File: config.mk
export PLATFORM = sky130hd
export DESIGN_NAME = hmcs_div
export DESIGN_NICKNAME = d
export VERILOG_FILES = /design/src/rtl/hmcs_pkg.sv /design/src/rtl/hmcs_div.sv
export SDC_FILE = /design/constraint.sdc
export NUM_CORES = 1
export LEC_CHECK = 0
export BUFFER_PORTS_ARGS = -buffer_cell sky130_fd_sc_hd__buf_2
export CORE_ASPECT_RATIO = 0.6
export CORE_UTILIZATION = 39
export DETAILED_ROUTE_END_ITERATION = 7
export GPL_TIMING_DRIVEN = 0
export HOLD_SLACK_MARGIN = 0.06
export RECOVER_POWER = 50
export SLEW_MARGIN = 20
export SYNTH_ARGS = -nofsm -noshare
export SYNTH_HDL_FRONTEND = slang
export SYNTH_SLANG_ARGS = --single-unit
File: constraint.sdc
create_clock -name clk -period 13.1 [get_ports clk]
set_clock_uncertainty 0.2 [all_clocks]
set_input_delay 1.31 -clock clk [delete_from_list [all_inputs] [get_ports clk]]
set_output_delay 1.31 -clock clk [all_outputs]
set_load 0.02 [all_outputs]
File: src/rtl/hmcs_pkg.sv
package hmcs_pkg;

  // Default sizing of the block.
  localparam int MAX_WIDTH_DEF   = 1024;
  localparam int SAMPLE_BITS_DEF = 16;

  // Fixed field and register widths.
  localparam int GW_BITS       = 11;
  localparam int GH_BITS       = 13;
  localparam int ROW_BITS      = 12;
  localparam int COL_OUT_BITS  = 10;
  localparam int CFG_IDX_BITS  = 2;
  localparam int CFG_DATA_BITS = 13;

  // Register reset values and the height limit.
  localparam int GRID_WIDTH_RST  = 1024;
  localparam int GRID_HEIGHT_RST = 1024;
  localparam int MAX_HEIGHT      = 4096;

  // Register indexes on the configuration port.
  localparam logic [CFG_IDX_BITS-1:0] REG_GRID_WIDTH  = 2'd0;
  localparam logic [CFG_IDX_BITS-1:0] REG_GRID_HEIGHT = 2'd1;

  // The divisor is the number of points in the cross, 1 to 5.
  localparam int CNT_W = 3;

  // Quotient bits the divider resolves per clock.
  localparam int DIGITS_PER_CYCLE = 8;

  // Results one sample can produce, in delivery order.
  localparam logic [1:0] RES_NORTH = 2'd0;
  localparam logic [1:0] RES_WEST  = 2'd1;
  localparam logic [1:0] RES_SELF  = 2'd2;

  typedef enum logic [1:0] {
    ST_IDLE,
    ST_SUMS,
    ST_START,
    ST_DIV
  } state_t;

  typedef struct packed {
    logic             start;
    logic [CNT_W-1:0] divisor;
  } div_req_t;

endpackage

File: src/rtl/hmcs_div.sv
module hmcs_div #(
  parameter int SUM_BITS = hmcs_pkg::SAMPLE_BITS_DEF + 3,
  parameter int Q_BITS   = hmcs_pkg::SAMPLE_BITS_DEF
) (
  input  logic                   clk,
  input  logic                   rst,
  input  hmcs_pkg::div_req_t     req,
  input  logic [SUM_BITS-1:0]    dividend,
  output logic                   done,
  output logic [Q_BITS-1:0]      quotient
);

  localparam int DPC   = hmcs_pkg::DIGITS_PER_CYCLE;
  localparam int STEPS = (SUM_BITS + DPC - 1) / DPC;
  localparam int PADW  = STEPS * DPC;
  localparam int CNTB  = $clog2(STEPS + 1);
  localparam int CW    = hmcs_pkg::CNT_W;

  // The shift register starts with the dividend and fills with quotient bits.
  logic [PADW-1:0] sh;
  logic [PADW-1:0] sh_next;
  logic [CW-1:0]   rem;
  logic [CW-1:0]   rem_next;
  logic [CW-1:0]   dv;
  logic [CNTB-1:0] cnt;

  always_comb begin : digit_steps
    logic [CW:0] t;
    logic        qb;
    sh_next  = sh;
    rem_next = rem;
    for (int i = 0; i < DPC; i++) begin
      t  = {rem_next, sh_next[PADW-1]};
      qb = 1'b0;
      if (t >= {1'b0, dv}) begin
        t  = t - {1'b0, dv};
        qb = 1'b1;
      end
      rem_next = t[CW-1:0];
      sh_next  = {sh_next[PADW-2:0], qb};
    end
  end

  always_ff @(posedge clk) begin
    if (rst) begin
      cnt <= '0;
    end else if (req.start) begin
      cnt <= CNTB'(STEPS);
    end else if (cnt != '0) begin
      cnt <= cnt - CNTB'(1);
    end
  end

  always_ff @(posedge clk) begin
    if (req.start) begin
      sh  <= PADW'(dividend);
      rem <= '0;
      dv  <= req.divisor;
    end else if (cnt != '0) begin
      sh  <= sh_next;
      rem <= rem_next;
    end
  end

  assign done     = (cnt == '0);
  assign quotient = sh[Q_BITS-1:0];

endmodule

==> results of run 1 <==
[state kept, by name, summed over array words and instances, names as in the netlist]
signal and cells:
sh 24, dv 3, rem 3, cnt 2
[through the flow]
| stage | instances | worst slack [ns] | cell area, µm² | hold WS (ns) | util, % |
|---|---|---|---|---|---|
| finish | 415 | 1.06 | 3320 | 0.298 | 49.1 |
| global route | 415 | 0.0406 | 3320 | 0.338 | 49.1 |
| CTS | 403 | 0.341 | 3230 | 0.303 | 47.8 |
| detailed placement | 394 | -0.0177 | 3080 | 0.296 | 45.6 |
| global placement | 394 | -0.0248 | 3080 | 0.284 | 45.6 |
| floorplan | 266 | 1.83 | 2770 | 0.264 | - |
[worst max-delay path: cells and delay by family, from the launching register on]
family | cells | cell delay (ns)
muxes | 4 | 0.91
DFF | 1 | 0.42
adders and majority gates | 8 | 2.72
and+or+nand+nor | 13 | 1.43
AOI/OAI and AO/OA | 25 | 5.49
buffers and inverters | 5 | 0.70
[path summary, 6_finish.rpt]
path,to,cells past startpoint
worst max-delay path,rem[0]$_SDFFE_PP0N_,55
worst min-delay path,sh[19]$_SDFFE_PP0N_,2
worst max register to register,rem[0]$_SDFFE_PP0N_,55
worst min register to register,sh[19]$_SDFFE_PP0N_,2
[cell type report]
class	instances	area, µm²	area share (%)
timing repair buffer	54	280	8.44
inverter	27	105	3.17
tap	87	109	3.28
clock inverter	1	5.00	0.151
clock buffer	7	133	3.99
multi-input combinational	185	1680	50.5
buffer	22	150	4.52
sequential	32	861	25.9
[logic make-up after synthesis]
kind of cell	share of synthesized area, %
buf+inv	9.08
simple gates	10.0
xor+xnor	2.85
flops	31.1
fa+ha+maj	17.1
compound gates	17.4
mux	12.5
[routing by layer]
layer | track usage, % | vias to the layer above
met5 | 0 | -
met2 | 24.8 | 49
met1 | 26.3 | 932
li1 | - | 1049
met3 | 3.59 | 2
met4 | 2.00 | 0
[cell usage after synthesis, types with 2 or more instances]
| master | n |
|---|---|
| mux2i_4 | 2 |
| inv_1 | 27 |
| clkbuf_1 | 5 |
| nor2_1 | 14 |
| a21bo_2 | 2 |
| a22o_1 | 2 |
| o21ai_0 | 7 |
| mux2_2 | 15 |
| fa_1 | 8 |
| xnor2_1 | 3 |
| o211a_1 | 2 |
| nand2_1 | 25 |
| mux2i_1 | 12 |
| edfxtp_1 | 22 |
| or2_1 | 2 |
| a21bo_1 | 2 |
| nor3_1 | 3 |
| or3_1 | 2 |
| dfxtp_1 | 10 |
| a21oi_1 | 10 |
| o21a_1 | 4 |
| xor2_1 | 6 |
| ha_1 | 25 |
| a21o_1 | 6 |
| buf_4 | 16 |
| nor3b_1 | 3 |
[timing repair]
| item | in CTS | in global routing |
|---|---|---|
| setup buffers | 1 | 12 |
| gates resized for setup | 0 | 4 |
| setup endpoints to repair | 2 | 4 |
| pin swaps | 0 | 1 |
| cloned | 0 | 0 |
==> flow_metrics.tcl, run 1 <==
set metrics [dict create \
    yosys.area.top_type "edfxtp_1" \
    mostFrequentLayoutCell "buf_4" \
    grt.overflow.total 0 \
    setup_viol 0 \
    wl_met2_um 2420 \
    cp_slowest_cell "fa_1" \
    critPathRequiredTime_ns 13.03 \
    seq_area_frac_synth_pct 31.1 \
    viasPerCell 4.90 \
    vias 2032 \
    relSlewSlack_pct 45.1 \
    critical_path_class "reg2reg" \
    fin_tns_setup_ns 0 \
    syn_to_final_growth_pct 19.9 \
    cts_tree "yes" \
    wl_um 6120 \
    clock_latency_ns 0.27 \
    io_buffers 41 \
    worstReg2RegStart "dv[1]$_DFFE_PP_" \
    route.detailed.drc 0 \
    wl_met1_um 3430 \
    start_util_pct 41.0 \
    rsz0062_at_grt "false" \
    arrival_ns 11.97 \
    ioPinCount 42 \
    drtAntennaViolNets 0 \
    worst_hold_path_type "reg2reg" \
    dr.pass1.iters 5 \
    synth-main-ff-cell "edfxtp_1" \
    h-tree-depth 2 \
    crit_start "dv[1]$_DFFE_PP_" \
    async_flop_share_pct 0 \
    grt_max_degree 20 \
    grt_pass1_wl_um 9800 \
    synth.avg_cell_area_um2 10.4 \
    hold_start "sh[19]$_SDFFE_PP0N_" \
    ctsHoldBuffers 0 \
    synth-seq-cells 32 \
    yosys.area.top_type_share_pct 23.8 \
    ys_top_cells_by_area "edfxtp_1 24%, ha_1 11%, dfxtp_1 7.2%, mux2_2 6.1%, fa_1 5.8%" \
    mostFrequentLayoutCells "29 x buf_4, 26 x inv_1, 25 x clkbuf_1, 25 x nand2_1, 25 x ha_1" \
    clock_sinks 32 \
    critPathMaxFanout 10 \
    synth_area_mm2 0.00277 \
    die_x_um 111 \
    r2r_setup_slack_ns 1.06 \
    clk_pin_slew_ns 0.05 \
    dp_hpwl_um 4840 \
    coreArea_mm2 0.00676 \
    nets 385 \
    crit_top_cell "nand2_1" \
    row_count 23 \
    dieArea_mm2 0.00745 \
    die_h_um 67.3 \
    fillers 633 \
    synth_edf_count 22 \
    endpoint_kind "flop" \
    fin_crit_ns 12.04 \
    maxCapViolations 0 \
    highest_layer "met4" \
    first_iter_violations 108 \
    gp_congestion 0.885 \
    maxSlewViolCount 0 \
    start_kind "flop" \
    yosysWarnings 0 \
    grt_use_total_pct 17.1 \
    tightest_slew_ns 0.822 \
    synthCells 266 \
    cts_buffer_depth 2 \
    synth_nets 324 \
    grt_pass1_vias 1955 \
    cts_made_buffers 5 \
    post-route-period-util_pct 91.9 \
    cpPeakStageDelay_ns 0.46 \
    root_buffer "clkbuf_16" \
    hold_viol 0 \
    antenna_found_initial 0 \
    fmax_mhz 83.1 \
    status "completed" \
    met3_length_um 266 \
    yosysUniqueCellTypes 57 \
    drive_gt1_share_pct 28.7 \
    wl_per_cell_um 14.8 \
    diodes 0 \
]
Power of run 1 is not shown: default switching activity piles up to over one toggle a cycle in this logic, so the estimate is an artifact.
==> inputs of run 2 (changes only) <==
CAP_MARGIN = 40   (was not set)
CORE_UTILIZATION = 45   (was 39)
PLACE_DENSITY = 0.65   (was not set)
==> flow_metrics.tcl, run 2 (synthesis results as in run 1) <==
set metrics [dict create \
    dpl.cell_count 388 \
    mostFrequentLayoutCells "29 x buf_4, 26 x inv_1, 25 x nand2_1, 25 x ha_1, 24 x clkbuf_1" \
    cp_slowest_cell "fa_1" \
    wl_um 6210 \
    critPathMaxFanout 10 \
    nets 386 \
    setup_ws_ns 0.797 \
    tightest_slew_ns 0.792 \
    drive_gt1_share_pct 28.9 \
    hold_end "sh[19]$_SDFFE_PP0N_" \
    arrival_ns 12.11 \
    h-tree-depth 2 \
    hold_viol 0 \
    crit_top_cell "nand2_1" \
    wl_per_cell_um 15.2 \
    coreArea_mm2 0.00575 \
    grt_pass1_vias 1884 \
    vias 2078 \
    dp_hpwl_um 4500 \
    r2r_setup_slack_ns 0.80 \
    dr.pass1.iters 4 \
    reg2reg_depth 57 \
    dieArea_mm2 0.00648 \
    regMostFlops "sh" \
    clock_latency_ns 0.29 \
    instances_no_fill 409 \
    grt_max_degree 16 \
    place_ws_ns -0.0490 \
    min_path_cells 2 \
    hold_start "sh[19]$_SDFFE_PP0N_" \
    cpPeakStageDelay_ns 0.47 \
    relSlewSlack_pct 47.2 \
    viasPerCell 5.08 \
    maxSlewViolCount 0 \
    root_buffer "clkbuf_8" \
    cts_made_buffers 5 \
    fin_crit_ns 12.30 \
    grt_use_total_pct 20.2 \
    endpoint_kind "flop" \
    ioPinCount 42 \
    route.detailed.drc 0 \
    ctsHoldBuffers 0 \
    row_count 21 \
    die_x_um 103 \
    mostFrequentLayoutCell "buf_4" \
    start_util_pct 48.1 \
    fillers 526 \
    setup_viol 0 \
    start_kind "flop" \
    diodes 0 \
    maxCapViolations 0 \
    antenna_found_initial 0 \
    io_buffers 41 \
    regArea_um2 861 \
    status "completed" \
    die_h_um 62.8 \
    drtAntennaViolNets 0 \
    post-route-period-util_pct 93.9 \
    grt.overflow.total 0 \
    clk_pin_slew_ns 0.08 \
    grt_pass1_wl_um 9590 \
    r2r-end "sh[0]$_DFFE_PP_" \
    critical_path_class "reg2reg" \
    syn_to_final_growth_pct 18.2 \
    first_iter_violations 87 \
    gp_congestion 0.885 \
    clock_sinks 32 \
    multiInputGateArea_mm2 0.00168 \
    cts_buffer_depth 2 \
    worstReg2RegStart "dv[1]$_DFFE_PP_" \
    cts_tree "yes" \
    largest_register_ffs 24 \
    critPathRequiredTime_ns 12.91 \
    worst_hold_path_type "reg2reg" \
    fmax_mhz 81.3 \
    largestRegisters "sh (24), dv (3), rem (3)" \
]
-- run 2: layout make-up --
type,count,share of cell area (%)
inverters,27,3.21
clock inverters,2,0.229
flip-flops and latches,32,26.3
clock buffers,6,2.22
repair buffers,55,9.02
multi-input cells,185,51.4
well taps,80,3.06
plain buffers,22,4.59
-- run 2: timing repair --
item / CTS / global route
endpoints found under the setup margin: 4 / 4
resized for setup: 0 / 5
endpoints found under the hold margin: 0 / 0
buffers inserted: 1 / 12
-- run 2: how the worst max path moves through the flow --
stage                     from                  end  slack [ns]  cells past startpoint
2_1_floorplan  dv[1]$_DFFE_PP_  rem[0]$_SDFFE_PP0N_        1.83                     58
3_3_place_gp   dv[1]$_DFFE_PP_      sh[0]$_DFFE_PP_       -0.02                     54
6_report       dv[1]$_DFFE_PP_      sh[0]$_DFFE_PP_        0.80                     57
5_1_grt        dv[1]$_DFFE_PP_  rem[0]$_SDFFE_PP0N_      -0.004                     58
3_5_place_dp   dv[1]$_DFFE_PP_  rem[0]$_SDFFE_PP0N_       -0.05                     55
4_1_cts        dv[0]$_DFFE_PP_  rem[0]$_SDFFE_PP0N_        0.27                     56
-- run 2: through the flow --
| stage | setup TNS [ns] | instance area (µm²) | util [%] | hold slack, ns |
|---|---|---|---|---|
| final | 0 | 3270 | 56.9 | 0.317 |
| after floorplan | 0 | 2770 | - | 0.264 |
| after global routing | -0.00459 | 3270 | 56.9 | 0.365 |
| after global placement | -0.0167 | 3080 | 53.4 | 0.278 |
| after CTS | 0 | 3180 | 55.2 | 0.322 |
| after detailed placement | -0.0888 | 3090 | 53.7 | 0.304 |
-- run 2: layer usage --
metal,share of wire (%),GRT usage (%),routed length (µm)
met5,0,0,0
met2,43,29.8,2690
met4,0.85,3.87,53
met1,50,29.9,3100
met3,5.8,4.70,360
-- run 2: worst max-delay path: cells and delay by family, from the launching register on --
kind                     cells  cell delay (ns)
adder cells (fa/ha/maj)      8             2.87
AO/OA/AOI/OAI               26             5.45
buffers and inverters        5             0.61
multiplexers                 4             0.94
flip-flops                   1             0.40
AND/OR/NAND/NOR             14             1.51
Power of run 2 is left out for the same reason.
==> inputs of run 3 (changes only) <==
CORE_ASPECT_RATIO = 1.4   (was 0.6)
CORE_MARGIN = 2   (was not set)
REMOVE_ABC_BUFFERS = 1   (was not set)
==> flow_metrics.tcl, run 3 (synthesis results as in run 1) <==
set metrics [dict create \
    tightest_slew_ns 1.46 \
    coreArea_mm2 0.00590 \
    grt.overflow.total 0 \
    dieArea_mm2 0.00681 \
    nets 360 \
    root_buffer "clkbuf_8" \
    grt_max_degree 30 \
    row_count 33 \
    regArea_um2 861 \
    grt_pass1_vias 2086 \
    wl_per_cell_um 15.4 \
    worst_hold_path_type "reg2reg" \
    maxSlewViolCount 0 \
    place_ws_ns -0.0447 \
    cp_slowest_cell "edfxtp_1" \
    die_h_um 96.8 \
    ioPinCount 42 \
    diodes 0 \
    h-tree-depth 2 \
    fin_crit_ns 11.98 \
    clk_pin_slew_ns 0.07 \
    hold_viol 0 \
    dp_hpwl_um 4230 \
    multiInputGateArea_mm2 0.00168 \
    setup_viol 0 \
    relSlewSlack_pct 2.48 \
    post-route-period-util_pct 91.4 \
    start_util_pct 46.9 \
    status "completed" \
    critPathMaxFanout 12 \
    largest_register_ffs 24 \
    arrival_ns 11.90 \
    grt_pass1_wl_um 9680 \
    rsz0062_at_grt "false" \
    first_iter_violations 56 \
    endpoint_kind "flop" \
    dpl-instance-area_mm2 0.00293 \
    setup_ws_ns 1.12 \
    cts_buffer_depth 2 \
    regMostFlops "sh" \
    route.detailed.drc 0 \
    die_x_um 70.3 \
    dr.pass1.iters 4 \
    drive_gt1_share_pct 26.1 \
    mostFrequentLayoutCells "26 x inv_1, 26 x buf_2, 25 x nand2_1, 25 x ha_1, 22 x edfxtp_1" \
    critical_path_class "reg2reg" \
    start_kind "flop" \
    critPathRequiredTime_ns 13.02 \
    crit_family "compound AO/OA/AOI/OAI gates" \
    clock_latency_ns 0.29 \
    maxCapViolations 0 \
    fillers 569 \
    clock_sinks 32 \
    cts_tree "yes" \
    wl_um 5730 \
    crit_top_cell "nand2_1" \
    drtAntennaViolNets 0 \
    grt_use_total_pct 17.9 \
    io_buffers 41 \
    vias 2029 \
    crit_buf_inv 4 \
    cts_made_buffers 5 \
    largestRegisters "sh (24), dv (3), rem (3)" \
    cpPeakStageDelay_ns 0.52 \
    fin_area_mm2 0.00311 \
    gp_congestion 0.862 \
    antenna_found_initial 0 \
    viasPerCell 5.44 \
    fmax_mhz 83.5 \
    syn_to_final_growth_pct 12.3 \
]
[run 3: cell count changes in the layout (fill, tap and decap cells not counted)]
cell	delta
buf_4	-20
clkbuf_1	-9
buf_2	+3
a221o_1	-1
a221o_2	+1
buf_6	-1
bufinv_16	+1
[run 3: path summary, 6_finish.rpt]
path	slack [ns]	start	to	depth (start not counted)
worst max-delay path	1.12	dv[0]$_DFFE_PP_	rem[0]$_SDFFE_PP0N_	58
worst min-delay path	0.30	sh[19]$_SDFFE_PP0N_	sh[19]$_SDFFE_PP0N_	2
worst max register to register	1.12	dv[0]$_DFFE_PP_	rem[0]$_SDFFE_PP0N_	58
worst min register to register	0.30	sh[19]$_SDFFE_PP0N_	sh[19]$_SDFFE_PP0N_	2
[run 3: per-layer routing]
metal	global-route usage, %	part of all wire [%]	vias to the layer above
met5	0	0	-
met4	7.40	2.4	0
met3	2.40	2.9	10
met2	32.9	53	29
met1	20.1	42	990
li1	-	-	1000
[run 3: timing repair]
item,CTS,global route
endpoints found under the setup margin,3,4
gates cloned,0,0
hold buffers,0,0
gates resized for setup,0,6
endpoints found under the hold margin,0,0
setup buffers,1,8
[run 3: final cells by class]
type | count | area share (%)
Timing Repair Buffer | 51 | 8.64
Inverter | 27 | 3.38
Clock inverter | 3 | 1.21
Clock buffer | 5 | 2.21
Sequential cell | 32 | 27.7
Multi-Input combinational cell | 185 | 54.1
Tap cell | 70 | 2.81
[run 3: through the flow]
stage	cells	TNS [ns]	hold slack, ns	utilization (%)
2_1_floorplan	244	0	0.264	-
3_3_place_gp	355	0	0.278	49.3
3_5_place_dp	356	-0.0718	0.292	49.6
4_1_cts	365	0	0.312	51.5
5_1_grt	373	0	0.339	52.7
6_report	373	0	0.302	52.7
[run 3: worst reg2reg max path: cells and delay by family (launching register included)]
kind	cells	cell delay [ns]
flip-flops	1	0.52
AND/OR/NAND/NOR	15	1.65
adder cells (fa/ha/maj)	9	2.98
multiplexers	4	0.92
buffers and inverters	4	0.24
AO/OA/AOI/OAI	26	5.31
Power of run 3 is left out for the same reason.
